File: config.mk
export PLATFORM = sky130hd
export DESIGN_NAME = hlsp_relax
export DESIGN_NICKNAME = d
export VERILOG_FILES = /design/src/hdl/hop_limited_shortest_path_macros.svh /design/src/hdl/hlsp_pkg.sv /design/src/hdl/hlsp_relax.sv
export SDC_FILE = /design/constraint.sdc
export NUM_CORES = 1
export LEC_CHECK = 0
export ABC_AREA = 1
export BUFFER_PORTS_ARGS = -buffer_cell sky130_fd_sc_hd__buf_2
export CELL_PAD_IN_SITES_DETAIL_PLACEMENT = 1
export CELL_PAD_IN_SITES_GLOBAL_PLACEMENT = 2
export CORE_MARGIN = 2
export CORE_UTILIZATION = 24
export DETAILED_ROUTE_END_ITERATION = 8
export PLACE_DENSITY_LB_ADDON = 0.1
export SLEW_MARGIN = 20
export SYNTH_ARGS = -nofsm -noshare
export SYNTH_HDL_FRONTEND = slang
export SYNTH_SLANG_ARGS = --single-unit
File: constraint.sdc
create_clock -name vclk -period 6.3
set_clock_uncertainty 0.05 [all_clocks]
set_input_delay 1.26 -clock vclk [all_inputs]
set_output_delay 1.26 -clock vclk [all_outputs]
set_load 0.05 [all_outputs]
File: src/hdl/hop_limited_shortest_path_macros.svh
// assertion macros shared by the hop-limited shortest path block
`ifndef HOP_LIMITED_SHORTEST_PATH_MACROS_SVH
`define HOP_LIMITED_SHORTEST_PATH_MACROS_SVH

// property that must hold at every clock edge out of reset
`define HLSP_ASSERT_ALWAYS(lbl, prop, msg) \
	lbl: assert property (@(posedge clk) disable iff (!arst_n) (prop)) else $error(msg);

// consequent must hold in the cycle after the antecedent
`define HLSP_ASSERT_NEXT(lbl, ante, cons, msg) \
	lbl: assert property (@(posedge clk) disable iff (!arst_n) (ante) |=> (cons)) else $error(msg);

// consequent must hold in the same cycle as the antecedent
`define HLSP_ASSERT_SAME(lbl, ante, cons, msg) \
	lbl: assert property (@(posedge clk) disable iff (!arst_n) (ante) |-> (cons)) else $error(msg);

`endif

File: src/hdl/hlsp_pkg.sv
`timescale 1ns / 1ps
// ----------------------------------------------------------------------------
// hlsp_pkg
// Types, codes and constants of the hop-limited shortest path block.
// ----------------------------------------------------------------------------
package hlsp_pkg;

	localparam int NODE_W   = 6;
	localparam int WEIGHT_W = 16;
	localparam int DIST_W   = 24;
	localparam int NCNT_W   = 7;
	localparam int ROUND_W  = 8;
	localparam int CFG_IDX_W  = 2;
	localparam int CFG_DATA_W = 8;

	localparam logic [DIST_W-1:0] DIST_UNREACH = 24'hFF_FFFF;
	localparam logic [DIST_W-1:0] DIST_SAT_MAX = 24'hFF_FFFE;

	// configuration register indexes
	localparam logic [CFG_IDX_W-1:0] CFG_NODE_COUNT  = 2'd0;
	localparam logic [CFG_IDX_W-1:0] CFG_ROUND_LIMIT = 2'd1;
	localparam logic [CFG_IDX_W-1:0] CFG_SOURCE_NODE = 2'd2;
	localparam logic [CFG_IDX_W-1:0] CFG_DEST_NODE   = 2'd3;

	localparam logic [NCNT_W-1:0]  NODE_COUNT_RST  = 7'd64;
	localparam logic [ROUND_W-1:0] ROUND_LIMIT_RST = 8'd63;

	typedef struct packed {
		logic [NODE_W-1:0]   from_node;
		logic [NODE_W-1:0]   to_node;
		logic [WEIGHT_W-1:0] weight;
		logic                last_edge;
	} edge_item_t;

	typedef struct packed {
		logic              reachable;
		logic [DIST_W-1:0] distance;
	} result_item_t;

	typedef struct packed {
		logic [NODE_W-1:0]   from_node;
		logic [NODE_W-1:0]   to_node;
		logic [WEIGHT_W-1:0] weight;
	} edge_entry_t;

	localparam int EDGE_ENTRY_W = $bits(edge_entry_t);

	// relax unit operands and result
	typedef struct packed {
		logic                en;
		logic [DIST_W-1:0]   tail_dist;
		logic [DIST_W-1:0]   head_dist;
		logic [WEIGHT_W-1:0] weight;
	} relax_req_t;

	typedef struct packed {
		logic              upd;
		logic [DIST_W-1:0] value;
	} relax_rsp_t;

	typedef enum logic [2:0] {
		ST_IDLE,
		ST_INIT,
		ST_COPY,
		ST_EADDR,
		ST_TADDR,
		ST_RELAX,
		ST_RES_RD,
		ST_RES
	} state_t;

endpackage

File: src/hdl/hlsp_relax.sv
`timescale 1ns / 1ps
// ----------------------------------------------------------------------------
// hlsp_relax
// Shared relaxation unit: saturating add of tail distance and weight,
// compared against the head distance.
// ----------------------------------------------------------------------------
module hlsp_relax (
	input  hlsp_pkg::relax_req_t req,
	output hlsp_pkg::relax_rsp_t rsp
);
	import hlsp_pkg::*;

	logic [DIST_W:0]   sum;
	logic [DIST_W-1:0] cand;

	assign sum  = {1'b0, req.tail_dist} + (DIST_W + 1)'(req.weight);
	// keep the sum clear of the unreachable code
	assign cand = (sum > {1'b0, DIST_SAT_MAX}) ? DIST_SAT_MAX : sum[DIST_W-1:0];

	assign rsp.value = cand;
	assign rsp.upd   = req.en && (req.tail_dist != DIST_UNREACH) && (cand < req.head_dist);
endmodule

==> results_dict.tcl, run 1 <==
set metrics [dict create \
    status "completed" \
    slew_headroom_pct 48.2 \
    setup_tns_ns 0 \
    start_kind "input port" \
    yosysSeqAreaShare_pct 0 \
    crit_top_cell "nand2_2" \
    fin_crit_ns 5.98 \
    arrival_ns 4.67 \
    design_power_total_mw 0.389 \
    crit_family "simple AND/OR/NAND/NOR gates" \
    track_usage_pct 16.4 \
    p_leak_nw 1.98 \
    cp_slowest_cell "a2111o_1" \
    power_density_nw_per_um2 118 \
    tightest_slew_ns 0.770 \
    syn_area_um2 2380 \
    drive_above_1_share_pct 33.5 \
    grt_overflow 0 \
    netlist_instances 454 \
    synth.distinct_cells 29 \
    internal_power_mw 0.127 \
    ir_drop_mv 0.0378 \
    combPwrFrac_pct 100.0 \
    ios 90 \
    first_global_vias 3105 \
    hold_class "input port to output pin" \
    synth.area.top_cells "nand2_1 26%, ha_1 21%, inv_1 14%, nand3_1 6.1%, nand4_1 4.2%" \
    placed_area_um2 3060 \
    p_switching_mw 0.262 \
    drt-vias-per-instance 4.47 \
    crit_type "input port to output pin" \
    grt_pass1_wl_um 15000 \
    antenna_found_initial 0 \
    fp.dieW_um 104 \
    routedWlPerCell_um 13.2 \
    drc_errors 0 \
    max_freq_ghz 0.167 \
    flops_and_latches 0 \
    dp.cells 683 \
    crit_buf_inv 6 \
    gp_congestion 0.783 \
    cp_slowest_stage_delay_ns 0.39 \
    grt_max_degree 23 \
    synth_top_area_share_pct 26.1 \
    clock_buffers 0 \
    port_buffers 90 \
    yosysWarnings 0 \
    dieArea_um2 10700 \
    syn_area_per_cell_um2 5.24 \
    core-area_um2 9680 \
    stdcell_count 685 \
    endpoint_kind "output pin" \
    finalInstanceArea_um2 3290 \
    p_seq_share_pct 0 \
    nets 659 \
    yosys.cell_count.top_type "nand2_1" \
    area_delta_synth_final_pct 38.5 \
    regArea_um2 0 \
    diodes 0 \
    routed_wl_um 9060 \
    firstDrtPassIters 4 \
    finalHoldViolations 0 \
    fin_crit_sh_pct 94.9 \
    cap_viol_max_count 0 \
    synth_top_cell_by_area "nand2_1" \
    final_max_slew_viol_count 0 \
    synth_commonest_cells "165 x nand2_1, 87 x inv_1, 39 x ha_1" \
    crit_path_max_fanout 11 \
    swShare_pct 67.5 \
    p_clk_share_pct 0 \
    vias 3059 \
    drt.antenna.violating_nets 0 \
    die_h_um 104 \
    synth.net_count 559 \
    drt_iter0_drc 74 \
    dp_hpwl_um 8210 \
    required_ns 4.99 \
    rows 36 \
    initial_core_util_pct 24.5 \
    setup_violations 0 \
]
-- cells in the final DEF, fill, tap and decap left out, types with 4 or more instances in the layout --
cell type / netlist / layout
a21oi_1: 15 / 11
nand3b_1: 5 / 5
nor2_1: 26 / 24
a21oi_2: 4 / 7
buf_4: 0 / 8
nand2_2: 13 / 20
inv_1: 87 / 85
ha_2: 0 / 7
ha_1: 39 / 25
nand4_1: 16 / 16
ha_4: 0 / 7
nor3_1: 5 / 4
nand2_1: 165 / 158
buf_2: 2 / 89
nand3_2: 7 / 11
inv_2: 11 / 13
nor2_2: 8 / 10
nand3_1: 29 / 25
-- cell families after synthesis --
logic type / count (synthesis) / synth area share [%]
simple gates: 283 / 54.5
buf+inv: 100 / 15.9
fa+ha+maj: 40 / 21.4
compound gates: 28 / 7.16
xor+xnor: 3 / 1.11
-- metrics by stage --
step / setup WS [ns] / hold slack, ns / utilization, %
global route: -0.0174 / 3.02 / 34.0
finish: 0.320 / 2.98 / 34.0
CTS: 0.0177 / 3.02 / 31.7
global placement: 0.0220 / 3.02 / 31.6
floorplan: 0.0136 / 2.75 / -
detailed placement: -0.0614 / 3.02 / 31.6
-- power by group through the flow --
stage / logic [mW] / registers [mW] / clock network (mW)
CTS: 0.371 / 0 / 0
global route: 0.436 / 0 / 0
finish: 0.389 / 0 / 0
global placement: 0.362 / 0 / 0
floorplan: 0.261 / 0 / 0
detailed placement: 0.369 / 0 / 0
-- area by class of cell --
class                      instances  area (µm²)
inverter                          98         368
timing repair buffer             100         562
fill                            1345        6390
tap                              133         166
multi-input combinational        354        2200
-- routing by layer --
metal  GRT usage, %  part of all wire [%]  vias up
met3           1.07                   2.9        0
met5              0                     0        -
met1           23.3                    50     1383
met4              0                     0        0
met2           28.9                    47       55
li1               -                     -     1621
-- repair_timing --
| action | 4_1_cts | 5_1_grt |
|---|---|---|
| buffers inserted | 0 | 1 |
| pin swaps | 0 | 6 |
| hold buffers | 0 | 0 |
| resized for setup | 2 | 40 |
| gates cloned | 0 | 1 |
| setup endpoints to repair | 1 | 1 |
-- path summary, 6_finish.rpt --
path	startpoint	endpoint	cells past startpoint
worst max-delay path	req[40]	rsp[24]	28
worst min-delay path	req[64]	rsp[24]	5
Power figures use the tool's default switching activity.
==> run 2: changes to the inputs <==
--- a/config.mk
+++ b/config.mk
@@ -12,6 +12,7 @@
 export CORE_MARGIN = 2
 export CORE_UTILIZATION = 24
 export DETAILED_ROUTE_END_ITERATION = 8
+export MAX_ROUTING_LAYER = met4
 export PLACE_DENSITY_LB_ADDON = 0.1
 export SLEW_MARGIN = 20
 export SYNTH_ARGS = -nofsm -noshare
==> results_dict.tcl, run 2 (same netlist as run 1, synthesis figures left out) <==
set metrics [dict create \
    first_global_vias 3099 \
    rows 36 \
    diodes 0 \
    initial_core_util_pct 24.5 \
    finalHoldViolations 0 \
    crit_type "input port to output pin" \
    drt-vias-per-instance 4.47 \
    required_ns 4.99 \
    status "completed" \
    dieArea_um2 10700 \
    track_usage_pct 16.8 \
    start_kind "input port" \
    fin_crit_ns 5.98 \
    arrival_ns 4.67 \
    path_depth 28 \
    routed_wl_um 9050 \
    grt_pass1_wl_um 15000 \
    final_max_slew_viol_count 0 \
    port_buffers 90 \
    regArea_um2 0 \
    firstDrtPassIters 4 \
    grt_overflow 0 \
    cap_viol_max_count 0 \
    core-area_um2 9680 \
    crit_buf_inv 6 \
    setup_tns_ns 0 \
    fp.dieW_um 104 \
    max_freq_ghz 0.167 \
    nets 659 \
    fin_util_pct 34.0 \
    setup_violations 0 \
    grt_max_degree 23 \
    gp_congestion 0.793 \
    power_density_nw_per_um2 118 \
    layout_commonest_cell "nand2_1" \
    drt.antenna.violating_nets 0 \
    slew_headroom_pct 48.2 \
    cts_hold_buffers 0 \
    drc_errors 0 \
    area_delta_synth_final_pct 38.5 \
    final_cell_mix "158 x nand2_1, 89 x buf_2, 85 x inv_1" \
    crit_path_max_fanout 11 \
    holdWs_ns 2.98 \
    cp_slowest_cell "a2111o_1" \
    drt_iter0_drc 72 \
    stdcell_count 685 \
    routedWlPerCell_um 13.2 \
    whs_path_depth 5 \
    crit_top_cell "nand2_2" \
    tightest_slew_ns 0.770 \
    ios 90 \
    endpoint_kind "output pin" \
    p_leak_nw 1.98 \
    cp_slowest_stage_delay_ns 0.39 \
    vias 3061 \
    dp.cells 683 \
    flops_and_latches 0 \
    fin_crit_sh_pct 94.9 \
    clock_buffers 0 \
    antenna_found_initial 0 \
    die_h_um 104 \
    hold_class "input port to output pin" \
    dp_hpwl_um 8210 \
    drive_above_1_share_pct 33.5 \
    ir_drop_mv 0.0378 \
    crit_family "simple AND/OR/NAND/NOR gates" \
]
## run 2: cell counts in the layout (fill, tap and decap cells not counted)
Identical to the previous run, type by type.
## run 2: through the flow
step | worst slack, ns | power (mW) | instance area [µm²]
2_1_floorplan | 0.0136 | 0.261 | 2380
3_3_place_gp | 0.0220 | 0.362 | 3060
3_5_place_dp | -0.0614 | 0.369 | 3060
4_1_cts | 0.0177 | 0.371 | 3070
5_1_grt | -0.0174 | 0.436 | 3290
6_report | 0.323 | 0.389 | 3290
## run 2: final cells by class
| cell class | count | area (µm²) |
|---|---|---|
| repair buffers | 100 | 562 |
| fillers | 1345 | 6390 |
| multi-input cells | 354 | 2200 |
| well taps | 133 | 166 |
| inverters | 98 | 368 |
## run 2: final timing paths
kind  slack, ns     from      end
max        0.32  req[40]  rsp[24]
min        2.98  req[64]  rsp[24]
## run 2: report_power, final
part	internal (mW)	total, mW	switching (mW)
combinational	0.127	0.389	0.262
sequential	0	0	0
clock	0	0	0
## run 2: routing by layer
metal	up-vias	global-route usage [%]	wire length [µm]
met5	-	-	0
met4	0	0	0
met3	0	1.07	266
met2	55	29.0	4250
met1	1385	23.2	4530
li1	1621	-	-
## run 2: what timing repair did
action | in CTS | in global routing
resized for setup | 2 | 40
pin swaps | 0 | 6
endpoints found under the hold margin | 0 | 0
cloned | 0 | 1
setup endpoints to repair | 1 | 1
buffers inserted | 0 | 1
==> run 3: changes to the inputs <==
--- a/config.mk
+++ b/config.mk
@@ -7,7 +7,7 @@
 export LEC_CHECK = 0
 export ABC_AREA = 1
 export BUFFER_PORTS_ARGS = -buffer_cell sky130_fd_sc_hd__buf_2
-export CELL_PAD_IN_SITES_DETAIL_PLACEMENT = 1
+export CELL_PAD_IN_SITES_DETAIL_PLACEMENT = 0
 export CELL_PAD_IN_SITES_GLOBAL_PLACEMENT = 2
 export CORE_MARGIN = 2
 export CORE_UTILIZATION = 24
==> results_dict.tcl, run 3 (same netlist as run 1, synthesis figures left out) <==
set metrics [dict create \
    status "completed" \
    port_buffers 90 \
    routedWlPerCell_um 12.1 \
    finalInstanceArea_um2 3190 \
    ir_drop_mv 0.0449 \
    worstHoldStart "req[64]" \
    drt_iter0_drc 81 \
    nets 658 \
    drc_errors 0 \
    hold_path_end "rsp[24]" \
    grt_pass1_wl_um 13900 \
    rows 36 \
    layout_commonest_cell "nand2_1" \
    whs_path_depth 5 \
    firstDrtPassIters 4 \
    final_cell_mix "162 x nand2_1, 89 x buf_2, 86 x inv_1" \
    drt-vias-per-instance 4.32 \
    cts_hold_buffers 0 \
    drt.antenna.violating_nets 0 \
    cts_resized 0 \
    placed_area_um2 3060 \
    max_freq_ghz 0.166 \
    fin_util_pct 33.0 \
    area_delta_synth_final_pct 34.3 \
    design_power_total_mw 0.373 \
    p_leak_nw 1.98 \
    crit_path_max_fanout 11 \
    track_usage_pct 15.7 \
    routed_wl_um 8280 \
    regArea_um2 0 \
    grt_overflow 0 \
    finalHoldViolations 0 \
    die_h_um 104 \
    start_kind "input port" \
    fp.dieW_um 104 \
    dp_hpwl_um 7610 \
    fin_crit_ns 6.02 \
    met1_usage_pct 22.5 \
    drive_above_1_share_pct 30.3 \
    slew_headroom_pct 51.1 \
    holdWs_ns 2.98 \
    arrival_ns 4.71 \
    flops_and_latches 0 \
    ios 90 \
    power_density_nw_per_um2 117 \
    gr-usage-met2_pct 26.0 \
    dieArea_um2 10700 \
    vias 2956 \
    cts_setup_buffers 0 \
    cap_viol_max_count 0 \
    antenna_found_initial 0 \
    core-area_um2 9680 \
    required_ns 4.99 \
    hold_class "input port to output pin" \
    endpoint_kind "output pin" \
    gp_congestion 0.793 \
    setup_tns_ns 0 \
    initial_core_util_pct 24.5 \
    final_max_slew_viol_count 0 \
    grt_max_degree 23 \
    grt_use_met3_pct 1.13 \
    diodes 0 \
    gr-max-usage-layer "met2" \
    fin_crit_sh_pct 95.5 \
    first_global_vias 2870 \
    crit_type "input port to output pin" \
    setup_violations 0 \
    tightest_slew_ns 0.726 \
    clock_buffers 0 \
]
[run 3: changes by cell type in the layout (fill, tap and decap cells not counted), moves of 2 or more]
| cell | change |
|---|---|
| ha_4 | -5 |
| ha_1 | +7 |
| ha_2 | -2 |
| nor2_2 | -2 |
| nor2_1 | +2 |
| nand2_2 | -4 |
| nand2_1 | +4 |
[run 3: routing by layer]
layer	vias to the layer above	wire, µm
met4	0	0
li1	1625	-
met3	0	303
met5	-	0
met1	1276	4290
met2	55	3680
[run 3: power breakdown]
part           internal (mW)  switching (mW)
combinational          0.119           0.253
clock                      0               0
sequential                 0               0
[run 3: area by class of cell]
class / count / area (µm²)
fill: 1163 / 6490
timing repair buffer: 99 / 554
inverter: 98 / 368
tap: 133 / 166
multi-input combinational: 354 / 2100
[run 3: metrics by stage]
step | cells | worst slack (ns)
floorplan | 454 | 0.0136
global placement | 683 | 0.0220
detailed placement | 683 | 0.0000631
CTS | 683 | 0.00610
global route | 684 | -0.00655
finish | 684 | 0.282
[run 3: worst max-delay path by stage]
stage	start	to	slack, ns	cells after the start
after floorplan	req[0]	rsp[24]	0.01	26
after global placement	req[40]	rsp[24]	0.02	27
after detailed placement	req[40]	rsp[24]	0.00006	27
after CTS	req[40]	rsp[24]	0.006	27
after global routing	req[40]	rsp[24]	-0.007	28
final	req[40]	rsp[24]	0.28	28
[run 3: critical path: stages]
cell,delay [ns]
buf_2,0.09
ha_1,0.15
inv_1,0.05
fa_1,0.37
inv_1,0.08
nand3_1,0.10
nand2_2,0.09
nand2_1,0.06
nand2_2,0.08
xor2_2,0.19
nand3_1,0.12
nor2_1,0.11
nand3_1,0.07
nor2_1,0.10
nand2_1,0.07
nand2_1,0.08
inv_2,0.07
buf_12,0.14
nand2_1,0.10
ha_1,0.24
nand2_1,0.07
inv_1,0.04
nand3_1,0.09
or3_4,0.14
a21oi_1,0.03
a2111o_1,0.42
a21oi_4,0.13
buf_6,0.17
