===== config.mk =====
export PLATFORM = sky130hd
export DESIGN_NAME = hlsp_ram
export DESIGN_NICKNAME = d
export VERILOG_FILES = /design/src/hdl/hop_limited_shortest_path_macros.svh /design/src/hdl/hlsp_ram.sv
export SDC_FILE = /design/constraint.sdc
export NUM_CORES = 1
export LEC_CHECK = 0
export ABC_AREA = 1
export ABC_CLOCK_PERIOD_IN_PS = 2100
export BUFFER_PORTS_ARGS = -buffer_cell sky130_fd_sc_hd__buf_2
export CAP_MARGIN = 30
export CORE_MARGIN = 2
export CORE_UTILIZATION = 39
export CTS_BUF_LIST = sky130_fd_sc_hd__clkbuf_8
export DETAILED_ROUTE_END_ITERATION = 12
export PLACE_DENSITY = 0.51
export SYNTH_ARGS = -nofsm -noshare
export SYNTH_HDL_FRONTEND = slang
export SYNTH_SLANG_ARGS = --single-unit

===== constraint.sdc =====
create_clock -name clk -period 2.1 [get_ports clk]
set_input_delay 0.105 -clock clk [delete_from_list [all_inputs] [get_ports clk]]
set_output_delay 0.105 -clock clk [all_outputs]
set_load 0.01 [all_outputs]

===== src/hdl/hop_limited_shortest_path_macros.svh =====
// assertion macros shared by the hop-limited shortest path block
`ifndef HOP_LIMITED_SHORTEST_PATH_MACROS_SVH
`define HOP_LIMITED_SHORTEST_PATH_MACROS_SVH

// property that must hold at every clock edge out of reset
`define HLSP_ASSERT_ALWAYS(lbl, prop, msg) \
	lbl: assert property (@(posedge clk) disable iff (!arst_n) (prop)) else $error(msg);

// consequent must hold in the cycle after the antecedent
`define HLSP_ASSERT_NEXT(lbl, ante, cons, msg) \
	lbl: assert property (@(posedge clk) disable iff (!arst_n) (ante) |=> (cons)) else $error(msg);

// consequent must hold in the same cycle as the antecedent
`define HLSP_ASSERT_SAME(lbl, ante, cons, msg) \
	lbl: assert property (@(posedge clk) disable iff (!arst_n) (ante) |-> (cons)) else $error(msg);

`endif


===== src/hdl/hlsp_ram.sv =====
`timescale 1ns / 1ps
// ----------------------------------------------------------------------------
// hlsp_ram
// Generic single write port, single read port RAM with registered read.
// ----------------------------------------------------------------------------
module hlsp_ram #(
	parameter int WIDTH = 8,
	parameter int DEPTH = 16,
	parameter int AW    = (DEPTH > 1) ? $clog2(DEPTH) : 1
) (
	input  logic             clk,
	input  logic             we,
	input  logic [AW-1:0]    waddr,
	input  logic [WIDTH-1:0] wdata,
	input  logic [AW-1:0]    raddr,
	output logic [WIDTH-1:0] rdata
);
	logic [WIDTH-1:0] mem_q [DEPTH];

	always_ff @(posedge clk) begin
		if (we) begin
			mem_q[waddr] <= wdata;
		end
		rdata <= mem_q[raddr];
	end
endmodule


==> impl_metrics.ini, run 1 <==
[final_layout]
drive_above_1_share_pct = 10.7
fillerInstances = 1396
design_area_um2 = 6470
syn2layout_area_growth_pct = 12.3
multi_input_gate_area_in_the_final_layout_um2 = 1210
ff_latch_area_um2 = 4000
layout_common_cells = nand2_1, edfxtp_1, inv_1
layout.cells.most_common = nand2_1
finalNetCount = 601
insertedDiodeCount = 0

[critical_path]
path_max_fanout = 1
timing.critical_path.slowest_cell_delay_ns = 0.36
worstSetupStartpointType = flip-flop
cp-end-kind = output port
cp_num_buf_inv = 1
critical-path-top-delay-family = flip-flops
worst_path_max_delay_cell = dfxtp_1
critPathArrivalTime_ns = 0.95
crit_type = reg2out
required_time_of_the_critical_path_ns = 2.00
crit_chain = buf_2

[clocking]
cts-buffers-inserted = 17
ctsHoldBuffers = 0
clock_tree.htree_level_count = 4
worst_skew_pair_latency_ns = 0.45
cts.repair_timing.setup_buffer_count = 0
cts_buffer_depth = 2
tritoncts = done
clkSlewWorstSetupHoldPaths_ns = 0.07
postCtsResizedCells = 0
cts_root_buffer = clkbuf_8
sink_count = 136

[place]
gp_congestion = 0.764
place_area_um2 = 6050
place_hpwl_um = 8310
port_buffers = 25

[timing]
timing.final.hold_violations = 0
setup_viol = 0
tns_ns = 0
period_share_pct = 50.4
setup_repair_after_global_routing_missed_its_margin = no
final-max-slew-violation-count = 0
period_needed_ns = 1.06
worst_slew_pin_slew_ns = 0.757
final_skew_ns = 0.00886
max_freq_mhz = 945
relSlewSlack_pct = 49.4

[power_and_ir_drop]
clock_power_share_pct = 40.6
vdd.ir_drop.worst_v = 0.000496
power_leakage_nw = 2.81
combPwrFrac_pct = 6.4
swShare_pct = 21.6
seq_power_share_pct = 53.0
power_per_cell_area_nw_per_um2 = 888
power.internal_mw = 4.51
p_sw_mw = 1.24

[yosys]
postSynthCellCount = 551
synthTopCellsByArea = edfxtp_1, nand2_1, nand3_1
syn-cell-area_um2 = 5770
synth.lib_cells_used.distinct = 12
yosys_warnings = 0
syn-num-nets = 569
synth_area_leader_cell = edfxtp_1
syn-mean-instance-area_um2 = 10.5
synth_seq_cells = 136
netlist.area_leader.share_pct = 66.7
synth_sequential_area_ratio_pct = 69.4

[route]
detail_route.vias_per_cell = 4.79
finalWirelength_um = 13200
antenna_left = 0
detailroute.via_count = 3733
routed_wire_length_per_instance_um = 16.9
drc = 0
initialDrtViolationCount = 250
first_pass_iters = 5

[floorplan]
io-pin-count = 26
die_h_um = 126
floorplan.core_area_um2 = 14500
placement_rows = 44
dieArea_um2 = 15800
initial_core_util_pct = 39.8
chipWidth_um = 126

[grt]
total_track_usage_pct = 18.2
grt_pass1_wl_um = 21100
grt-ovfl-total = 0
antenna_found_initial = 0
via_count_of_the_first_global_routing_pass = 3696
largest_net_degree_at_the_start_of_global_routing = 47

[job]
max-cap-violations = 0

[hold_path]
worst_min_delay_path_class = in2reg

[outcome]
run_status = completed
==> stage by stage <==
step	std cells	setup slack (ns)	hold WS, ns	power [mW]	util (%)
final	780	1.04	0.0387	5.75	44.7
after global routing	780	0.948	0.0263	5.98	44.7
after CTS	780	1.01	0.0122	5.80	44.7
after detailed placement	748	0.661	0.503	3.48	41.8
after global placement	748	0.668	0.500	3.48	41.8
after floorplan	551	1.04	0.204	3.33	-
==> final timing paths <==
kind	startpoint	endpoint	slack [ns]	cells after the start
setup / recovery	rdata[7]	rdata[7]	1.04	1
hold / removal	raddr[3]	rdata[6]	0.04	3
setup reg to reg	mem_q[11][1]	rdata[1]	1.09	6
hold reg to reg	mem_q[5][0]	rdata[0]	0.69	6
==> Yosys cell counts (all sizes together) <==
cell,instances
buf,24
dfxtp,8
edfxtp,128
inv,102
nand2,173
nand3,97
nand3b,2
nor2,17
==> kinds of logic after synthesis <==
group	count (synthesis)	share of synthesized area, %
simple gates	289	21.0
flops	136	69.4
buf+inv	126	9.52
==> area by class of cell <==
type	count	area share [%]
clock buffers	17	3.61
clock inverters	15	3.00
inverters	102	5.91
multi-input cells	289	18.7
flip-flops and latches	136	61.8
well taps	184	3.56
repair buffers	37	3.32
==> power by group through the flow <==
stage,combinational [mW],sequential [mW],clock (mW)
after floorplan,0.214,3.11,0
after global routing,0.415,3.05,2.51
after global placement,0.371,3.11,0
final,0.366,3.05,2.33
after detailed placement,0.373,3.11,0
after CTS,0.375,3.05,2.37
==> routing by layer <==
layer / share of wire, % / track usage, % / vias up
li1: - / - / 1831
met1: 48 / 25.0 / 1809
met2: 46 / 27.8 / 81
met3: 4.3 / 4.41 / 12
met4: 1.5 / 7.52 / 0
met5: 0 / 0 / -
==> state kept, by name (all words and copies together) (netlist names) <==
signal	count
mem_q	128
rdata	8
(Power assumes the default switching activity.)
==> inputs of run 2 (changes only) <==
- ABC_CLOCK_PERIOD_IN_PS: 2100 -> 1090
- clock period: 2.1 -> 1.09 ns (I/O delays scaled with it)
==> run 2 against run 1 <==
Against the previous run:
- setup slack got worse by 0.97 ns
- clock power increased by 71%
- flip-flop and latch count unchanged
- non-clock buffer count increased by 23
- via count increased by 0.99%
- final cell count increased by 2.9%
- power increased by 85%
- global-route usage decreased by 0.36 points
- design area increased by 3.9%
- die area unchanged
- critical path depth increased by 5
- largest cell class unchanged
- largest power group unchanged
==> impl_metrics.ini, run 2 (same netlist as run 1, synthesis figures left out) <==
[outcome]
run_status = completed

[clocking]
worst_skew_pair_latency_ns = 0.42
cts.repair_timing.setup_buffer_count = 0
clkSlewWorstSetupHoldPaths_ns = 0.08
cts-buffers-inserted = 17
cts_root_buffer = clkbuf_8
cts_buffer_depth = 2
tritoncts = done
sink_count = 136
clock_tree.htree_level_count = 4

[floorplan]
initial_core_util_pct = 39.8
dieArea_um2 = 15800
chipWidth_um = 126
floorplan.core_area_um2 = 14500
placement_rows = 44
io-pin-count = 26
die_h_um = 126

[grt]
largest_net_degree_at_the_start_of_global_routing = 33
antenna_found_initial = 0
via_count_of_the_first_global_routing_pass = 3787
total_track_usage_pct = 17.8
grt_pass1_wl_um = 20900
grt-ovfl-total = 0

[critical_path]
cp-end-kind = flip-flop
worstSetupPathDepth = 6
critPathArrivalTime_ns = 1.33
setup.worst_path.start = mem_q[14][1]
critical-path-top-delay-family = simple AND/OR/NAND/NOR gates
regToRegStartpoint = mem_q[14][1]
crit_chain = inv_1 > nand2_1 > nand3_1 > nand3_1 > nand3_1 > nand2_1
path_max_fanout = 1
required_time_of_the_critical_path_ns = 1.39
crit_type = reg2reg
worst_r2r_path_depth = 6
worstSetupStartpointType = flip-flop
ff2ff_setup_slack_ns = 0.07
worst_path_max_delay_cell = edfxtp_1
cp_num_buf_inv = 1
critical-path-top-cell-by-count = nand3_1
worstSetupEndpoint = rdata[1]
timing.critical_path.slowest_cell_delay_ns = 0.38
worst_r2r_endpoint = rdata[1]

[power_and_ir_drop]
power.internal_mw = 8.31
power_per_cell_area_nw_per_um2 = 1580
swShare_pct = 22.0
combPwrFrac_pct = 7.5
clock_power_share_pct = 37.3
vdd.ir_drop.worst_v = 0.000678
power_leakage_nw = 2.94
p_sw_mw = 2.34
seq_power_share_pct = 55.1

[timing]
period_needed_ns = 1.02
final-max-slew-violation-count = 0
worst_slew_pin_slew_ns = 0.407
setup_viol = 0
postLayoutSetupSlackWorst_ns = 0.0681
final_skew_ns = 0.00700
max_freq_mhz = 979
relSlewSlack_pct = 72.8
timing.final.hold_violations = 0
fin_hold_ws_ns = 0.0356
setup_repair_after_global_routing_missed_its_margin = yes
period_share_pct = 93.8

[route]
dr.max_layer_used = met4
met1Wirelength_um = 5970
drc = 0
detailroute.via_count = 3770
finalWirelength_um = 13200
initialDrtViolationCount = 349
routed_wire_length_per_instance_um = 16.4
detailroute.wirelength.met3_um = 701
first_pass_iters = 4
antenna_left = 0
wl_met2_um = 6260
detail_route.vias_per_cell = 4.69

[place]
dpl.cell_count = 770
place_hpwl_um = 8410
gp_congestion = 0.796
place_area_um2 = 6340
post-place-ws_ns = -0.0664
port_buffers = 25

[final_layout]
largest-register = mem_q
drive_above_1_share_pct = 13.9
finalNetCount = 624
layoutNonFillerInstCount = 803
insertedDiodeCount = 0
layout_common_cells = nand2_1, edfxtp_1, inv_1
largest_regs = mem_q x128, rdata x8
design_area_um2 = 6730
layout.cells.most_common = nand2_1
syn2layout_area_growth_pct = 16.7
fillerInstances = 1369
flip_flop_count_of_the_largest_register_after_layout = 128

[hold_path]
worst_min_delay_path_class = in2reg
holdCritStartpoint = wdata[0]

[job]
max-cap-violations = 0
[run 2: changes by cell type in the layout (fill, tap and decap cells not counted)]
| cell | delta |
|---|---|
| buf_12 | +10 |
| nand3_2 | +1 |
| nand3_1 | -1 |
| inv_1 | -2 |
| clkinv_4 | +1 |
| clkinv_1 | +3 |
| clkinvlp_4 | -1 |
| clkinv_2 | +1 |
| bufinv_16 | -2 |
| buf_4 | +12 |
| dlygate4sd3_1 | +1 |
[run 2: worst register-to-register path: cells and delay by family, from the launching register on]
kind                   cells  cell delay, ns
buffers and inverters      1            0.06
DFF                        1            0.38
and+or+nand+nor            5            0.47
[run 2: metal layers]
metal | vias up | track usage [%]
met2 | 89 | 28.5
met3 | 14 | 3.68
li1 | 1888 | -
met5 | - | 0
met4 | 0 | 6.73
met1 | 1779 | 24.0
[run 2: timing repair]
item                       in CTS  in global routing
hold endpoints to repair        2                  0
gates resized for setup         0                  1
hold buffers                    1                  0
setup endpoints to repair       0                  1
[run 2: worst min-delay path by stage]
stage               slack [ns]           end  cells past startpoint
global route              0.02  mem_q[10][0]                      1
detailed placement        0.42      rdata[4]                      3
global placement          0.43      rdata[4]                      3
finish                    0.04   mem_q[1][0]                      1
CTS                       0.01   mem_q[0][0]                      1
floorplan                 0.15   mem_q[0][0]                      0
[run 2: power groups by stage]
stage,Combinational (mW),Clock [mW],Sequential [mW]
final,0.803,3.98,5.87
after floorplan,0.412,0,6.00
after global routing,0.899,4.27,5.88
after detailed placement,0.811,0,5.99
after CTS,0.819,4.05,5.88
after global placement,0.804,0,5.99
[run 2: area by class of cell]
class / instances / area (um^2) / share of cell area, %
Inverter: 102 / 383 / 5.69
Tap cell: 184 / 230 / 3.42
Sequential cell: 136 / 4000 / 59.5
Multi-Input combinational cell: 289 / 1220 / 18.1
Clock inverter: 15 / 144 / 2.14
Clock buffer: 17 / 234 / 3.48
Timing Repair Buffer: 60 / 515 / 7.66
[run 2: per-stage QoR]
| step | util, % | power (mW) | setup TNS (ns) |
|---|---|---|---|
| floorplan | - | 6.41 | 0 |
| global placement | 43.8 | 6.79 | -0.0929 |
| detailed placement | 43.8 | 6.80 | -0.118 |
| CTS | 46.4 | 10.7 | 0 |
| global route | 46.5 | 11.1 | -0.00118 |
| finish | 46.5 | 10.7 | 0 |
==> inputs of run 3 (changes only) <==
- ABC_AREA: 1 -> 0
- MAX_ROUTING_LAYER: unset -> met4
==> run 3 against run 2 <==
Against the previous run:
- the flow now finishes with violations (negative setup slack)
- clock power grew 2%
- clock-buffer cell count rose by 1
- critical endpoint is now rdata[0]
- non-clock buffer count grew 10
- highest routed layer unchanged
- power fell by 0.45%
- die area down 10%
- maximum frequency is 21% lower
- register-to-register slack worse by 0.27 ns
==> impl_metrics.ini, run 3 <==
[critical_path]
critPathArrivalTime_ns = 1.61
cp-end-kind = flip-flop
crit_type = reg2reg
worst_path_max_delay_cell = mux4_2
required_time_of_the_critical_path_ns = 1.41
crit_chain = mux4_2 > a22oi_2 > nand2_1
worstSetupStartpointType = flip-flop
timing.critical_path.slowest_cell_delay_ns = 0.49
path_max_fanout = 1

[timing]
worst_slew_pin_slew_ns = 0.912
setup_repair_after_global_routing_missed_its_margin = yes
relSlewSlack_pct = 39.1
period_share_pct = 118
timing.final.hold_violations = 0
fin_hold_ws_ns = 0.0179
postLayoutSetupSlackWorst_ns = -0.201
max_freq_mhz = 774
final_skew_ns = 0.0108
setup_viol = 8
period_needed_ns = 1.29
final-max-slew-violation-count = 0

[yosys]
synth_commonest_cells = edfxtp_1, mux4_2, a22oi_1, mux4_1, nor2_1
synth_sequential_area_ratio_pct = 77.8
netlist.area_leader.share_pct = 74.7
yosys_warnings = 0
postSynthCellCount = 229
syn-mean-instance-area_um2 = 22.5
synthTopCellsByArea = edfxtp_1, mux4_2, mux4_1
synthMostInstantiatedCell = edfxtp_1
synth_area_leader_cell = edfxtp_1
syn-cell-area_um2 = 5150
syn-num-nets = 247
ys.flop_type = edfxtp_1
synth_seq_cells = 136
synth_enable_flop_cells = 128
synth_async_sr_flop_share_pct = 0
synth.lib_cells_used.distinct = 19

[final_layout]
finalNetCount = 326
fillerInstances = 1047
largest-register = mem_q
insertedDiodeCount = 0
flip_flop_count_of_the_largest_register_after_layout = 128
layout_common_cells = edfxtp_1, mux4_2, buf_4
largest_regs = mem_q x128, rdata x8
drive_above_1_share_pct = 43.6
syn2layout_area_growth_pct = 22.0
layout.cells.most_common = edfxtp_1
layoutNonFillerInstCount = 493

[route]
finalWirelength_um = 10400
detailroute.via_count = 2456
drc = 0
routed_wire_length_per_instance_um = 21.1
first_pass_iters = 6
detail_route.vias_per_cell = 4.98
initialDrtViolationCount = 300
antenna_left = 0

[place]
place_hpwl_um = 6890
port_buffers = 25
dpl.cell_count = 454
gp_congestion = 0.688
post-place-ws_ns = -0.439

[outcome]
violations = negative setup slack
run_status = finished with violations

[floorplan]
chipWidth_um = 119
die_h_um = 119
initial_core_util_pct = 40.3
floorplan.core_area_um2 = 12800
io-pin-count = 26
dieArea_um2 = 14100
placement_rows = 41

[grt]
via_count_of_the_first_global_routing_pass = 2629
grt_pass1_wl_um = 16100
antenna_found_initial = 0
grt-ovfl-total = 0
total_track_usage_pct = 16.7
largest_net_degree_at_the_start_of_global_routing = 21

[hold_path]
worst_min_delay_path_class = in2reg

[job]
max-cap-violations = 0

[power_and_ir_drop]
power_leakage_nw = 2.13
power_per_cell_area_nw_per_um2 = 1690
vdd.ir_drop.worst_v = 0.000560

[clocking]
cts_buffer_depth = 2
clock_tree.htree_level_count = 4
worst_skew_pair_latency_ns = 0.44
cts_root_buffer = clkbuf_8
sink_count = 136
clkSlewWorstSetupHoldPaths_ns = 0.08
cts-buffers-inserted = 17
tritoncts = done
[run 3: changes by cell type after synthesis, moves of 4 or more]
cell | before | now
mux4_2 | 0 | 18
buf_2 | 13 | 3
inv_1 | 100 | 0
nand3_1 | 97 | 1
nor2_1 | 17 | 13
nor3_1 | 0 | 4
mux4_1 | 0 | 14
a22oi_1 | 0 | 16
nand2_1 | 173 | 9
[run 3: layer usage]
| layer | global-route usage [%] | wire, um |
|---|---|---|
| met1 | 22.5 | 4950 |
| met2 | 24.6 | 4940 |
| met3 | 4.50 | 350 |
| met4 | 6.25 | 174 |
| met5 | - | 0 |
[run 3: layout make-up]
class	count	area [um^2]	share of cell area [%]
clock inverters	14	141	2.25
multi-input cells	83	1090	17.4
flip-flops and latches	136	4000	63.7
well taps	172	215	3.43
clock buffers	18	248	3.94
repair buffers	70	578	9.20
[run 3: path summary, 6_finish.rpt]
path                        to  cells past startpoint  slack, ns    startpoint
setup / recovery      rdata[0]                      3      -0.20   mem_q[2][0]
setup reg to reg      rdata[0]                      3      -0.20   mem_q[2][0]
hold reg to reg       rdata[3]                      3       0.68  mem_q[14][3]
hold / removal    mem_q[13][4]                      1       0.02      wdata[4]
[run 3: what timing repair did]
item	in CTS	in global routing
resized for setup	16	1
pin swaps	3	1
buffers inserted	0	0
setup endpoints to repair	8	8
hold endpoints to repair	82	0
hold buffers	6	0
[run 3: worst max-delay path, delay by kind of cell (launching register included)]
kind,cells,cell delay (ns)
simple gates,1,0.08
compound gates,1,0.23
flops,1,0.37
mux,1,0.49
[run 3: kinds of logic after synthesis]
| group | after synthesis | share of synthesized area [%] |
|---|---|---|
| AOI/OAI and AO/OA | 16 | 2.33 |
| buffers and inverters | 10 | 1.68 |
| DFF | 136 | 77.8 |
| muxes | 32 | 15.0 |
| and+or+nand+nor | 35 | 3.18 |
[run 3: power by group]
group | leakage [nW] | switching [mW] | internal, mW
logic | 0.687 | 0.356 | 0.321
registers | 1.22 | 0.0365 | 5.84
clock network | 0.214 | 1.79 | 2.26
[run 3: stage by stage]
stage	TNS [ns]	utilization (%)	power [mW]	area (um^2)
after detailed placement	-18.20	45.4	6.63	5800
after floorplan	-0.963	-	6.32	5190
after CTS	-1.23	49.1	10.7	6280
after global routing	-1.55	49.2	11.0	6280
after global placement	-16.55	45.4	6.62	5800
final	-1.17	49.2	10.6	6280
